## src/sv/lefe_pkg.sv

```systemverilog
// lefe_pkg: shared types, constants and the color wheel function for the
// led effect frame engine; used by every module of the block but lefe_ram
package lefe_pkg;

    // sizes
    localparam int MAX_LEDS      = 64;
    localparam int KEY_POSITIONS = 128;
    localparam int LED_IDX_W     = $clog2(MAX_LEDS);
    localparam int LED_CNT_W     = 7;
    localparam int POS_W         = $clog2(KEY_POSITIONS);
    localparam int REMAP_W       = 8;
    localparam int COLOR_W       = 8;
    localparam int ACTION_W      = 3;
    localparam int ELAPSED_W     = 17;
    localparam int DELAY_W       = 16;
    localparam int RGB_W         = 3 * COLOR_W;
    localparam int CFG_INDEX_W   = 2;
    localparam int CFG_DATA_W    = RGB_W;
    localparam int QUEUE_DEPTH   = 4;

    localparam logic [ELAPSED_W-1:0] ELAPSED_TOP = {ELAPSED_W{1'b1}};

    // configuration register indexes
    localparam logic [CFG_INDEX_W-1:0] REG_EFFECT_MODE = 2'd0;
    localparam logic [CFG_INDEX_W-1:0] REG_FIXED_COLOR = 2'd1;
    localparam logic [CFG_INDEX_W-1:0] REG_FRAME_DELAY = 2'd2;
    localparam logic [CFG_INDEX_W-1:0] REG_ACTIVE_LEDS = 2'd3;

    // reset values
    localparam logic [DELAY_W-1:0]   FRAME_DELAY_RST = 16'd10;
    localparam logic [LED_CNT_W-1:0] ACTIVE_LEDS_RST = 7'd64;

    // effect modes
    localparam logic MODE_RAINBOW  = 1'b0;
    localparam logic MODE_CONSTANT = 1'b1;

    // result kinds and status
    localparam logic KIND_PIXEL  = 1'b0;
    localparam logic KIND_REPLY  = 1'b1;
    localparam logic STATUS_OK   = 1'b0;
    localparam logic STATUS_REJ  = 1'b1;

    // color wheel segment bounds
    localparam logic [COLOR_W-1:0] WHEEL_SEG1 = 8'd85;
    localparam logic [COLOR_W-1:0] WHEEL_SEG2 = 8'd170;
    localparam logic [COLOR_W-1:0] COLOR_MAX  = 8'd255;

    typedef enum logic [ACTION_W-1:0] {
        ACT_TICK    = 3'd0,
        ACT_ENABLE  = 3'd1,
        ACT_TOGGLE  = 3'd2,
        ACT_DISABLE = 3'd3,
        ACT_LOAD    = 3'd4
    } action_t;

    // classified item handed from front to back
    typedef struct packed {
        logic                is_tick;
        action_t             action;
        logic [REMAP_W-1:0]  led;
        logic [COLOR_W-1:0]  red;
        logic [COLOR_W-1:0]  green;
        logic [COLOR_W-1:0]  blue;
    } cmd_t;

    typedef struct packed {
        logic                 effect_mode;
        logic [RGB_W-1:0]     fixed_color;
        logic [DELAY_W-1:0]   frame_delay;
        logic [LED_CNT_W-1:0] active_leds;
    } cfg_t;

    typedef struct packed {
        logic                 kind;
        logic [LED_IDX_W-1:0] pixel_index;
        logic                 write_pixel;
        logic [COLOR_W-1:0]   red;
        logic [COLOR_W-1:0]   green;
        logic [COLOR_W-1:0]   blue;
        logic                 status;
        logic                 last;
    } result_t;

    // three segment color wheel, returns {red, green, blue}
    function automatic logic [RGB_W-1:0] color_wheel(input logic [COLOR_W-1:0] pos);
        logic [COLOR_W-1:0] p;
        logic [COLOR_W-1:0] t;
        logic [COLOR_W-1:0] r;
        logic [COLOR_W-1:0] g;
        logic [COLOR_W-1:0] b;
        p = COLOR_MAX - pos;
        if (p < WHEEL_SEG1) begin
            t = COLOR_W'(10'(p) * 10'd3);
            r = COLOR_MAX - t;
            g = '0;
            b = t;
        end else if (p < WHEEL_SEG2) begin
            t = COLOR_W'(10'(p - WHEEL_SEG1) * 10'd3);
            r = '0;
            g = t;
            b = COLOR_MAX - t;
        end else begin
            t = COLOR_W'(10'(p - WHEEL_SEG2) * 10'd3);
            r = t;
            g = COLOR_MAX - t;
            b = '0;
        end
        return {r, g, b};
    endfunction

endpackage

```

## src/sv/lefe_ram.sv

```systemverilog
// lefe_ram: generic single write port ram with registered read
// no dependencies
module lefe_ram #(
    parameter int WIDTH = 8,
    parameter int DEPTH = 128
) (
    input  logic                     clk,
    input  logic                     we,
    input  logic [$clog2(DEPTH)-1:0] waddr,
    input  logic [WIDTH-1:0]         wdata,
    input  logic                     re,
    input  logic [$clog2(DEPTH)-1:0] raddr,
    output logic [WIDTH-1:0]         rdata
);

    logic [WIDTH-1:0] mem_reg [DEPTH];
    logic [WIDTH-1:0] rdata_reg;

    // write port and registered read port
    always_ff @(posedge clk)
    begin
        if (we)
        begin
            mem_reg[waddr] <= wdata;
        end
        if (re)
        begin
            rdata_reg <= mem_reg[raddr];
        end
    end

    assign rdata = rdata_reg;

endmodule

```

## src/sv/lefe_front.sv

```systemverilog
// lefe_front: accepts input items, loads the remap table, looks up the led
// for override actions and hands classified commands on; uses lefe_pkg, lefe_ram
module lefe_front (
    input  logic                          clk,
    input  logic                          rst_n,
    input  logic                          push,
    output logic                          full,
    input  logic [lefe_pkg::ACTION_W-1:0] action,
    input  logic [lefe_pkg::POS_W-1:0]    position,
    input  logic [lefe_pkg::REMAP_W-1:0]  remap_value,
    input  logic [lefe_pkg::COLOR_W-1:0]  red_in,
    input  logic [lefe_pkg::COLOR_W-1:0]  green_in,
    input  logic [lefe_pkg::COLOR_W-1:0]  blue_in,
    output lefe_pkg::cmd_t                cmd,
    output logic                          cmd_valid,
    input  logic                          cmd_ready
);
    import lefe_pkg::*;

    logic               stage_valid_reg;
    logic               stage_valid_next;
    logic               stage_tick_reg;
    action_t            stage_action_reg;
    logic [COLOR_W-1:0] stage_red_reg;
    logic [COLOR_W-1:0] stage_green_reg;
    logic [COLOR_W-1:0] stage_blue_reg;
    logic               accept;
    logic               is_tick;
    logic               is_override;
    logic               is_load;
    logic [REMAP_W-1:0] remap_rdata;

    // classify the incoming item
    assign accept      = push && !full;
    assign is_tick     = (action == ACT_TICK);
    assign is_load     = (action == ACT_LOAD);
    assign is_override = (action == ACT_ENABLE) || (action == ACT_TOGGLE)
                      || (action == ACT_DISABLE);

    // hold the stage while the queue cannot take it
    assign full = stage_valid_reg && !cmd_ready;

    // remap table: loads write, override actions read
    lefe_ram #(
        .WIDTH (REMAP_W),
        .DEPTH (KEY_POSITIONS)
    ) u_remap (
        .clk   (clk),
        .we    (accept && is_load),
        .waddr (position),
        .wdata (remap_value),
        .re    (accept && is_override),
        .raddr (position),
        .rdata (remap_rdata)
    );

    // stage occupancy
    always_comb
    begin
        stage_valid_next = stage_valid_reg;
        if (accept)
        begin
            stage_valid_next = is_tick || is_override;
        end
        else if (cmd_ready)
        begin
            stage_valid_next = 1'b0;
        end
    end

    always_ff @(posedge clk or negedge rst_n)
    begin
        if (!rst_n)
        begin
            stage_valid_reg <= 1'b0;
        end
        else
        begin
            stage_valid_reg <= stage_valid_next;
        end
    end

    // stage payload
    always_ff @(posedge clk)
    begin
        if (accept)
        begin
            stage_tick_reg   <= is_tick;
            stage_action_reg <= action_t'(action);
            stage_red_reg    <= red_in;
            stage_green_reg  <= green_in;
            stage_blue_reg   <= blue_in;
        end
    end

    // command toward the queue
    assign cmd_valid   = stage_valid_reg;
    assign cmd.is_tick = stage_tick_reg;
    assign cmd.action  = stage_action_reg;
    assign cmd.led     = stage_tick_reg ? '0 : remap_rdata;
    assign cmd.red     = stage_red_reg;
    assign cmd.green   = stage_green_reg;
    assign cmd.blue    = stage_blue_reg;

endmodule

```

## src/sv/lefe_queue.sv

```systemverilog
// lefe_queue: short command queue between front and back
// uses lefe_pkg for the command type and depth
module lefe_queue (
    input  logic           clk,
    input  logic           rst_n,
    input  lefe_pkg::cmd_t in_cmd,
    input  logic           in_valid,
    output logic           in_ready,
    output lefe_pkg::cmd_t out_cmd,
    output logic           out_valid,
    input  logic           out_ready
);
    import lefe_pkg::*;

    localparam int PTR_W = $clog2(QUEUE_DEPTH);
    localparam int CNT_W = PTR_W + 1;

    cmd_t             entry_reg [QUEUE_DEPTH];
    logic [PTR_W-1:0] wr_ptr_reg;
    logic [PTR_W-1:0] wr_ptr_next;
    logic [PTR_W-1:0] rd_ptr_reg;
    logic [PTR_W-1:0] rd_ptr_next;
    logic [CNT_W-1:0] count_reg;
    logic [CNT_W-1:0] count_next;
    logic             do_push;
    logic             do_pop;

    assign in_ready  = (count_reg != CNT_W'(QUEUE_DEPTH));
    assign out_valid = (count_reg != '0);
    assign out_cmd   = entry_reg[rd_ptr_reg];
    assign do_push   = in_valid && in_ready;
    assign do_pop    = out_valid && out_ready;

    // pointer and count update
    always_comb
    begin
        wr_ptr_next = do_push ? wr_ptr_reg + 1'b1 : wr_ptr_reg;
        rd_ptr_next = do_pop ? rd_ptr_reg + 1'b1 : rd_ptr_reg;
        count_next  = count_reg;
        if (do_push && !do_pop)
        begin
            count_next = count_reg + 1'b1;
        end
        else if (do_pop && !do_push)
        begin
            count_next = count_reg - 1'b1;
        end
    end

    always_ff @(posedge clk or negedge rst_n)
    begin
        if (!rst_n)
        begin
            wr_ptr_reg <= '0;
            rd_ptr_reg <= '0;
            count_reg  <= '0;
        end
        else
        begin
            wr_ptr_reg <= wr_ptr_next;
            rd_ptr_reg <= rd_ptr_next;
            count_reg  <= count_next;
        end
    end

    // entry storage
    always_ff @(posedge clk)
    begin
        if (do_push)
        begin
            entry_reg[wr_ptr_reg] <= in_cmd;
        end
    end

endmodule

```

## src/sv/lefe_back.sv

```systemverilog
// lefe_back: carries out commands: frame timing, pixel sweep, override flags
// and the result register; uses lefe_pkg
module lefe_back (
    input  logic              clk,
    input  logic              rst_n,
    input  lefe_pkg::cfg_t    cfg,
    input  lefe_pkg::cmd_t    cmd,
    input  logic              cmd_valid,
    output logic              cmd_ready,
    output lefe_pkg::result_t result,
    output logic              result_valid,
    input  logic              result_pop
);
    import lefe_pkg::*;

    typedef enum logic {
        ST_IDLE,
        ST_FRAME
    } state_t;

    state_t               state_reg;
    state_t               state_next;
    logic [ELAPSED_W-1:0] elapsed_reg;
    logic [ELAPSED_W-1:0] elapsed_next;
    logic [COLOR_W-1:0]   phase_reg;
    logic [COLOR_W-1:0]   phase_next;
    logic [COLOR_W-1:0]   base_reg;
    logic [COLOR_W-1:0]   base_next;
    logic [MAX_LEDS-1:0]  flags_reg;
    logic [MAX_LEDS-1:0]  flags_next;
    logic [LED_IDX_W-1:0] pix_reg;
    logic [LED_IDX_W-1:0] pix_next;
    logic [LED_CNT_W-1:0] count_reg;
    logic [LED_CNT_W-1:0] count_next;
    result_t              out_reg;
    result_t              out_next;
    logic                 out_valid_reg;
    logic                 out_valid_next;

    logic                 out_free;
    logic                 take;
    logic [LED_CNT_W-1:0] leds_in_use;
    logic [ELAPSED_W-1:0] elapsed_inc;
    logic                 frame_due;
    logic                 led_ok;
    logic [LED_IDX_W-1:0] led_idx;
    logic                 flag_new;
    logic                 reply_wr;
    logic [RGB_W-1:0]     pix_rgb;
    logic                 pix_last;

    assign out_free  = !out_valid_reg || result_pop;
    assign cmd_ready = (state_reg == ST_IDLE) && out_free;
    assign take      = cmd_valid && cmd_ready;

    // frame timing
    assign leds_in_use = (cfg.active_leds > LED_CNT_W'(MAX_LEDS))
                       ? LED_CNT_W'(MAX_LEDS) : cfg.active_leds;
    assign elapsed_inc = (elapsed_reg == ELAPSED_TOP) ? elapsed_reg : elapsed_reg + 1'b1;
    assign frame_due   = elapsed_inc > ELAPSED_W'(cfg.frame_delay);

    // override flag update
    assign led_ok  = cmd.led < REMAP_W'(leds_in_use);
    assign led_idx = cmd.led[LED_IDX_W-1:0];

    always_comb
    begin
        unique case (cmd.action)
            ACT_ENABLE: flag_new = 1'b1;
            ACT_TOGGLE: flag_new = !flags_reg[led_idx];
            default:    flag_new = 1'b0;
        endcase
    end

    assign reply_wr = (cmd.action != ACT_DISABLE) && flag_new;

    // pixel color for the current sweep position
    assign pix_rgb  = (cfg.effect_mode == MODE_RAINBOW)
                    ? color_wheel(COLOR_W'(pix_reg) + base_reg) : cfg.fixed_color;
    assign pix_last = (LED_CNT_W'(pix_reg) + 1'b1) == count_reg;

    // next state
    always_comb
    begin
        state_next     = state_reg;
        elapsed_next   = elapsed_reg;
        phase_next     = phase_reg;
        base_next      = base_reg;
        flags_next     = flags_reg;
        pix_next       = pix_reg;
        count_next     = count_reg;
        out_next       = out_reg;
        out_valid_next = out_valid_reg && !result_pop;

        unique case (state_reg)
            ST_IDLE:
            begin
                if (take && cmd.is_tick)
                begin
                    elapsed_next = elapsed_inc;
                    if (frame_due)
                    begin
                        elapsed_next = '0;
                        base_next    = phase_reg;
                        count_next   = leds_in_use;
                        pix_next     = '0;
                        if (cfg.effect_mode == MODE_RAINBOW)
                        begin
                            phase_next = phase_reg + 1'b1;
                        end
                        if (leds_in_use != '0)
                        begin
                            state_next = ST_FRAME;
                        end
                    end
                end
                else if (take)
                begin
                    out_valid_next   = 1'b1;
                    out_next.kind    = KIND_REPLY;
                    out_next.last    = 1'b1;
                    if (led_ok)
                    begin
                        flags_next[led_idx]  = flag_new;
                        out_next.pixel_index = led_idx;
                        out_next.write_pixel = reply_wr;
                        out_next.red         = reply_wr ? cmd.red : '0;
                        out_next.green       = reply_wr ? cmd.green : '0;
                        out_next.blue        = reply_wr ? cmd.blue : '0;
                        out_next.status      = STATUS_OK;
                    end
                    else
                    begin
                        out_next.pixel_index = '0;
                        out_next.write_pixel = 1'b0;
                        out_next.red         = '0;
                        out_next.green       = '0;
                        out_next.blue        = '0;
                        out_next.status      = STATUS_REJ;
                    end
                end
            end
            ST_FRAME:
            begin
                if (out_free)
                begin
                    out_valid_next       = 1'b1;
                    out_next.kind        = KIND_PIXEL;
                    out_next.pixel_index = pix_reg;
                    out_next.write_pixel = !flags_reg[pix_reg];
                    out_next.red         = pix_rgb[2*COLOR_W +: COLOR_W];
                    out_next.green       = pix_rgb[COLOR_W +: COLOR_W];
                    out_next.blue        = pix_rgb[0 +: COLOR_W];
                    out_next.status      = STATUS_OK;
                    out_next.last        = pix_last;
                    pix_next             = pix_reg + 1'b1;
                    if (pix_last)
                    begin
                        state_next = ST_IDLE;
                    end
                end
            end
        endcase
    end

    // state and control registers
    always_ff @(posedge clk or negedge rst_n)
    begin
        if (!rst_n)
        begin
            state_reg     <= ST_IDLE;
            elapsed_reg   <= '0;
            phase_reg     <= '0;
            flags_reg     <= '0;
            out_valid_reg <= 1'b0;
        end
        else
        begin
            state_reg     <= state_next;
            elapsed_reg   <= elapsed_next;
            phase_reg     <= phase_next;
            flags_reg     <= flags_next;
            out_valid_reg <= out_valid_next;
        end
    end

    // sweep and result payload
    always_ff @(posedge clk)
    begin
        base_reg  <= base_next;
        pix_reg   <= pix_next;
        count_reg <= count_next;
        out_reg   <= out_next;
    end

    assign result       = out_reg;
    assign result_valid = out_valid_reg;

endmodule

```

## src/sv/led_effect_frame_engine.sv

```systemverilog
// led_effect_frame_engine: top level with configuration registers, front,
// command queue and back; uses lefe_pkg, lefe_front, lefe_queue, lefe_back

// Per-LED effect generator. Items enter through push/full, results leave
// through empty/pop. A tick whose elapsed count passes frame_delay produces
// one pixel result per LED in use (up to 64), one per cycle while pop keeps
// up. An override action gives one reply and a load gives none; an override
// is held in the front stage register, with the remap read done by the
// registered ram at the accepting edge. The command then moves through the
// queue and into the result register, and a due frame's pixels follow once
// the back end enters its frame state; a full queue or an unpopped result
// can stall each step. A four entry queue lets the front keep taking items
// while a frame is swept. Configuration is written through cfg_we, cfg_index
// and cfg_data.
module led_effect_frame_engine (
    input  logic                             clk,
    input  logic                             rst_n,
    input  logic                             push,
    output logic                             full,
    input  logic [lefe_pkg::ACTION_W-1:0]    action,
    input  logic [lefe_pkg::POS_W-1:0]       position,
    input  logic [lefe_pkg::REMAP_W-1:0]     remap_value,
    input  logic [lefe_pkg::COLOR_W-1:0]     red_in,
    input  logic [lefe_pkg::COLOR_W-1:0]     green_in,
    input  logic [lefe_pkg::COLOR_W-1:0]     blue_in,
    output logic                             empty,
    input  logic                             pop,
    output logic                             kind,
    output logic [lefe_pkg::LED_IDX_W-1:0]   pixel_index,
    output logic                             write_pixel,
    output logic [lefe_pkg::COLOR_W-1:0]     red_out,
    output logic [lefe_pkg::COLOR_W-1:0]     green_out,
    output logic [lefe_pkg::COLOR_W-1:0]     blue_out,
    output logic                             status,
    output logic                             last,
    input  logic                             cfg_we,
    input  logic [lefe_pkg::CFG_INDEX_W-1:0] cfg_index,
    input  logic [lefe_pkg::CFG_DATA_W-1:0]  cfg_data
);
    import lefe_pkg::*;

    cfg_t    cfg_reg;
    cmd_t    front_cmd;
    logic    front_valid;
    logic    front_ready;
    cmd_t    back_cmd;
    logic    back_valid;
    logic    back_ready;
    result_t result;
    logic    result_valid;

    // configuration registers
    always_ff @(posedge clk or negedge rst_n)
    begin
        if (!rst_n)
        begin
            cfg_reg.effect_mode <= MODE_RAINBOW;
            cfg_reg.fixed_color <= '0;
            cfg_reg.frame_delay <= FRAME_DELAY_RST;
            cfg_reg.active_leds <= ACTIVE_LEDS_RST;
        end
        else if (cfg_we)
        begin
            unique case (cfg_index)
                REG_EFFECT_MODE: cfg_reg.effect_mode <= cfg_data[0];
                REG_FIXED_COLOR: cfg_reg.fixed_color <= cfg_data[RGB_W-1:0];
                REG_FRAME_DELAY: cfg_reg.frame_delay <= cfg_data[DELAY_W-1:0];
                REG_ACTIVE_LEDS: cfg_reg.active_leds <= cfg_data[LED_CNT_W-1:0];
            endcase
        end
    end

    // front: accept, remap, classify
    lefe_front u_front (
        .clk         (clk),
        .rst_n       (rst_n),
        .push        (push),
        .full        (full),
        .action      (action),
        .position    (position),
        .remap_value (remap_value),
        .red_in      (red_in),
        .green_in    (green_in),
        .blue_in     (blue_in),
        .cmd         (front_cmd),
        .cmd_valid   (front_valid),
        .cmd_ready   (front_ready)
    );

    // command queue
    lefe_queue u_queue (
        .clk       (clk),
        .rst_n     (rst_n),
        .in_cmd    (front_cmd),
        .in_valid  (front_valid),
        .in_ready  (front_ready),
        .out_cmd   (back_cmd),
        .out_valid (back_valid),
        .out_ready (back_ready)
    );

    // back: frames and overrides
    lefe_back u_back (
        .clk          (clk),
        .rst_n        (rst_n),
        .cfg          (cfg_reg),
        .cmd          (back_cmd),
        .cmd_valid    (back_valid),
        .cmd_ready    (back_ready),
        .result       (result),
        .result_valid (result_valid),
        .result_pop   (pop)
    );

    // result ports
    assign empty       = !result_valid;
    assign kind        = result.kind;
    assign pixel_index = result.pixel_index;
    assign write_pixel = result.write_pixel;
    assign red_out     = result.red;
    assign green_out   = result.green;
    assign blue_out    = result.blue;
    assign status      = result.status;
    assign last        = result.last;

`ifndef NO_ASSERTIONS
    // an override reply is always the only result of its item
    a_reply_last: assert property (@(posedge clk) disable iff (!rst_n)
        (!empty && kind == KIND_REPLY) |-> last)
        else $error("override reply without last");

    // frame pixels never carry a rejection
    a_pixel_status: assert property (@(posedge clk) disable iff (!rst_n)
        (!empty && kind == KIND_PIXEL) |-> (status == STATUS_OK))
        else $error("frame pixel with reject status");

    // a rejected reply carries no led and no write
    a_reject_clean: assert property (@(posedge clk) disable iff (!rst_n)
        (!empty && kind == KIND_REPLY && status == STATUS_REJ)
            |-> (!write_pixel && pixel_index == '0))
        else $error("rejected reply addresses an led");

    // frame pixels stay inside the leds in use
    a_pixel_range: assert property (@(posedge clk) disable iff (!rst_n)
        (!empty && kind == KIND_PIXEL)
            |-> (LED_CNT_W'(pixel_index) < cfg_reg.active_leds))
        else $error("frame pixel beyond led count");
`endif

endmodule
```

## config.mk

```make
export PLATFORM = sky130hd
export DESIGN_NAME = led_effect_frame_engine
export DESIGN_NICKNAME = d
export VERILOG_FILES = /design/src/sv/lefe_pkg.sv /design/src/sv/lefe_ram.sv /design/src/sv/lefe_front.sv /design/src/sv/lefe_queue.sv /design/src/sv/lefe_back.sv /design/src/sv/led_effect_frame_engine.sv
export SDC_FILE = /design/constraint.sdc
export NUM_CORES = 2
export LEC_CHECK = 0
export ABC_AREA = 1
export BUFFER_PORTS_ARGS = -buffer_cell sky130_fd_sc_hd__buf_2
export CORE_ASPECT_RATIO = 2
export CORE_MARGIN = 4
export CORE_UTILIZATION = 30
export DETAILED_ROUTE_END_ITERATION = 7
export PLACE_DENSITY = 0.58
export REMOVE_ABC_BUFFERS = 1
export SYNTH_ARGS = -nofsm -noshare
export SYNTH_HDL_FRONTEND = slang
export SYNTH_HIERARCHICAL = 1
export SYNTH_SLANG_ARGS = --single-unit
```

## constraint.sdc

```tcl
create_clock -name clk -period 3.95 [get_ports clk]
set_input_delay 0.1975 -clock clk [delete_from_list [all_inputs] [get_ports clk]]
set_output_delay 0.1975 -clock clk [all_outputs]
set_load 0.01 [all_outputs]
```

==> results.txt <==
The run finished with clean final reports. The power per cell area came out at 606 nW/µm². The share of power burned in the clock network came out at 0.299. The clock network latency to the later pin of the worst-skew pair came out at 0.75 ns. For this run, design rule violations remaining after detail routing come to 0. Along the worst path, the maximum fanout reaches 4. TritonCTS built the clock tree. The library cell used most frequently in the layout, excluding fill and tap cells, is nand2_1. The transition at the pin with the smallest max-transition slack is 0.950 ns.

Before antenna repair, the detailed router went through 5 iterations. Each instance of the synthesized netlist takes up on average 10.7 µm². The DRC marker count from the first detailed-route iteration is 3,245. VDD sags by at most 0.512 mV. The wire length after detailed routing came out at 184 mm. The worst setup path is of the flip-flop to flip-flop kind. The total overflow left after global routing is 0.

The number of distinct standard cells referenced by the synthesized netlist came out at 48. The async set or reset register ratio after synthesis came out at 0.105. The count of synthesis-stage warnings from yosys is 6. The post-synthesis sequential area ratio is 0.669. The switching share of power is 0.338. STA classifies the critical path endpoint as a flip-flop. The number of fillers in the final layout is 20,500. For the final database, setup skew stands at 0.0711 ns.

The worst setup path is launched from a flip-flop. The maximum clock insertion buffer count came out at 3. The post-placement cell count came out at 8,493.

The via count came out at 43,100. The number of enable-type register cells in the synthesized netlist came out at 1,259. The chip width came out at 329 µm. The flip-flop count of the largest register, all copies and words added came out at 1,024.

Leaving out fill and tap cells, the most frequent cells in the layout are nand2_1, edfxtp_1, nand3_1. The core area came out at 205,000 µm². The combinational fraction of design power came out at 0.294. The number of H-tree branching levels is 3. The number of cells produced by synthesis is 5,776. The reported max-cap violation count is 0. The global-route wire length before repair is 271 mm. The congestion estimate from routability-driven global placement came to 0.947. The via count of the first global-routing pass is 42,800. In this run the tightest slew margin relative to its limit is 0.367.

The proportion of layout cells with a drive suffix above 1 is 0.0978. Compared with the post-synthesis result, the final layout area differs by 14.7%. The total setup violations reported at the end of the flow came out at 0. The per-cell via count in the routed design is 4.90. The worst hold path startpoint is remap_value[4]. Buffers placed on the I/O ports in this run total 108. The total negative slack for setup checks is 0 ns. The number of cells in the finished layout apart from fillers came out at 8,792.

The number of rows created at floorplan is 235. The area of the die is 214,000 µm². The detail-routed net length per standard cell is 20.9 µm.

The total count of max-transition violations in the final report came out at 0. The maximum number of pins on one net before global-route repair came out at 147. Tracing the worst setup path back leads to its startpoint at u_back/pix_reg[0]. The clock period minus final worst setup slack is 3.74 ns. The initial utilization of the core area, before any placement, comes to 0.302.

The antenna violation net count after detailed routing is 0. Summed over all cells, the static leakage comes to 26.6 nW. The floorplan die height is 651 µm. The cell area that synthesis handed to floorplanning was 62,000 µm².

STA puts the critical path data arrival time at 4.23 ns. The total routing usage reported by global routing came out at 0.167. The wire-length estimate of the detail-placed layout is 123 mm. In the finished design, the share of the clock period the worst path needs comes to 0.948. Counting flops and latches in the post-synthesis netlist gives 1,406.

The timing-limited maximum frequency came out at 267 MHz. The number of top-level pins came out at 109. The launch point of the worst reg-to-reg path is u_back/pix_reg[0]. Counting the buffers created by CTS gives 120. The count of endpoints failing hold in the final timing report came out at 0.

After the last flow step, the layout net total stands at 6,101. The path class of the tightest hold or removal check is input pin to flip-flop. Setup repair after global routing could not meet its margin everywhere.

The worst path required time is 4.44 ns. The initial antenna violation count came out at 13. The most used flip-flop cell after synthesis is edfxtp_1.

The utilization after layout came out at 0.346. The internal portion of total power came out at 28.5 mW. The clock transition at the registers of the reported paths is 0.07 ns. For this design the total switching power over the nets is 14.6 mW.

The root buffer cell is clkbuf_16. The sequential group share of total power is 0.408. The clock sink total came out at 1,406.
worst max-delay path, stage by stage (launching register included):
cell      delay [ns]
edfxtp_1        0.40
ha_2            0.20
fa_2            0.35
inv_2           0.08
nand3_1         0.11
nand3_2         0.10
nand2_1         0.07
buf_4           0.16
ha_1            0.23
a21oi_2         0.14
nand2_2         0.12
xor2_2          0.17
ha_1            0.33
a21oi_1         0.15
o21ai_0         0.09
nor2_1          0.16
nand3b_1        0.15
nand2_1         0.06
nand2_1         0.05
nand3_1         0.09
nand3_1         0.10
nand2_1         0.07
nand2_1         0.06
nand2_1         0.05
per-stage QoR:
step,hold WS (ns),setup WS [ns],power (mW),cell area (µm²)
finish,0.0199,0.205,43.1,71100
global route,0.0230,-0.00133,45.3,71100
CTS,0.00128,0.0225,43.2,71000
detailed placement,0.284,0.00312,30.2,66000
global placement,0.276,-0.0217,30.2,66000
floorplan,-0.0981,-0.487,25.0,60000
logic make-up after synthesis:
kind of cell    share of synthesized area
simple gates                        0.228
buf+inv                            0.0510
xor+xnor                          0.00565
fa+ha+maj                          0.0144
flops                               0.669
compound gates                     0.0321
cell type report:
cell class                 count  area, µm²  share of cell area
antenna                        3       7.51            0.000106
inverter                     310       1200              0.0169
tap                         2725       3410              0.0480
clock inverter                93       1230              0.0173
sequential                  1406      41500               0.584
timing repair buffer         394       3190              0.0449
multi-input combinational   3727      17500               0.246
clock buffer                 134       3070              0.0431
per-layer routing:
metal	GRT usage	wire, µm	up-vias
li1	-	-	20400
met1	0.173	64200	21000
met2	0.317	99000	1271
met3	0.0199	7950	457
met4	0.102	12800	10
met5	0	75	-
Yosys cell counts, drive strengths merged, types with 4 or more instances:
| cell | number | share of area |
|---|---|---|
| o21ai | 144 | 0.012 |
| a21oi | 69 | 0.0056 |
| nor3 | 30 | 0.0026 |
| xnor2 | 14 | 0.0020 |
| buf | 256 | 0.026 |
| ha | 65 | 0.013 |
| fa | 4 | 0.0013 |
| or2 | 5 | 0.00050 |
| nand4 | 101 | 0.010 |
| o22ai | 23 | 0.0023 |
| edfxtp | 1259 | 0.61 |
| nor2 | 281 | 0.017 |
| inv | 306 | 0.019 |
| nand2 | 1763 | 0.11 |
| clkbuf | 77 | 0.0057 |
| clkinv | 4 | 0.00024 |
| xor2 | 26 | 0.0037 |
| o211ai | 88 | 0.011 |
| nand3 | 1091 | 0.089 |
| nand3b | 6 | 0.00073 |
| dfrtp | 144 | 0.058 |
what timing repair did:
action / CTS / global route
endpoints found under the hold margin: 336 / 0
gates resized for setup: 0 / 21
setup endpoints to repair: 2 / 60
setup buffers: 1 / 0
pin swaps: 1 / 5
cloned: 0 / 0
hold buffers: 68 / 0
path summary, 6_finish.rpt:
| path | end | slack [ns] | depth (start not counted) |
|---|---|---|---|
| worst min register to register | cfg_reg[8] | 0.47 | 2 |
| worst max-delay path | u_back/result[17] | 0.21 | 23 |
| min in group asynchronous | cfg_reg[46] | 0.06 | 2 |
| worst max register to register | u_back/result[17] | 0.21 | 23 |
| max in group asynchronous | u_back/flags_reg[18] | 2.86 | 3 |
| worst min-delay path | u_front/u_remap/mem_reg[74][4] | 0.02 | 1 |
power by group through the flow:
stage	sequential, mW	combinational (mW)	clock, mW
floorplan	17.9	7.03	0
global placement	17.9	12.3	0
detailed placement	17.9	12.3	0
CTS	17.6	12.5	13.2
global route	17.6	13.9	13.7
finish	17.6	12.7	12.9
Note: power is estimated with default switching activity, not from simulation.
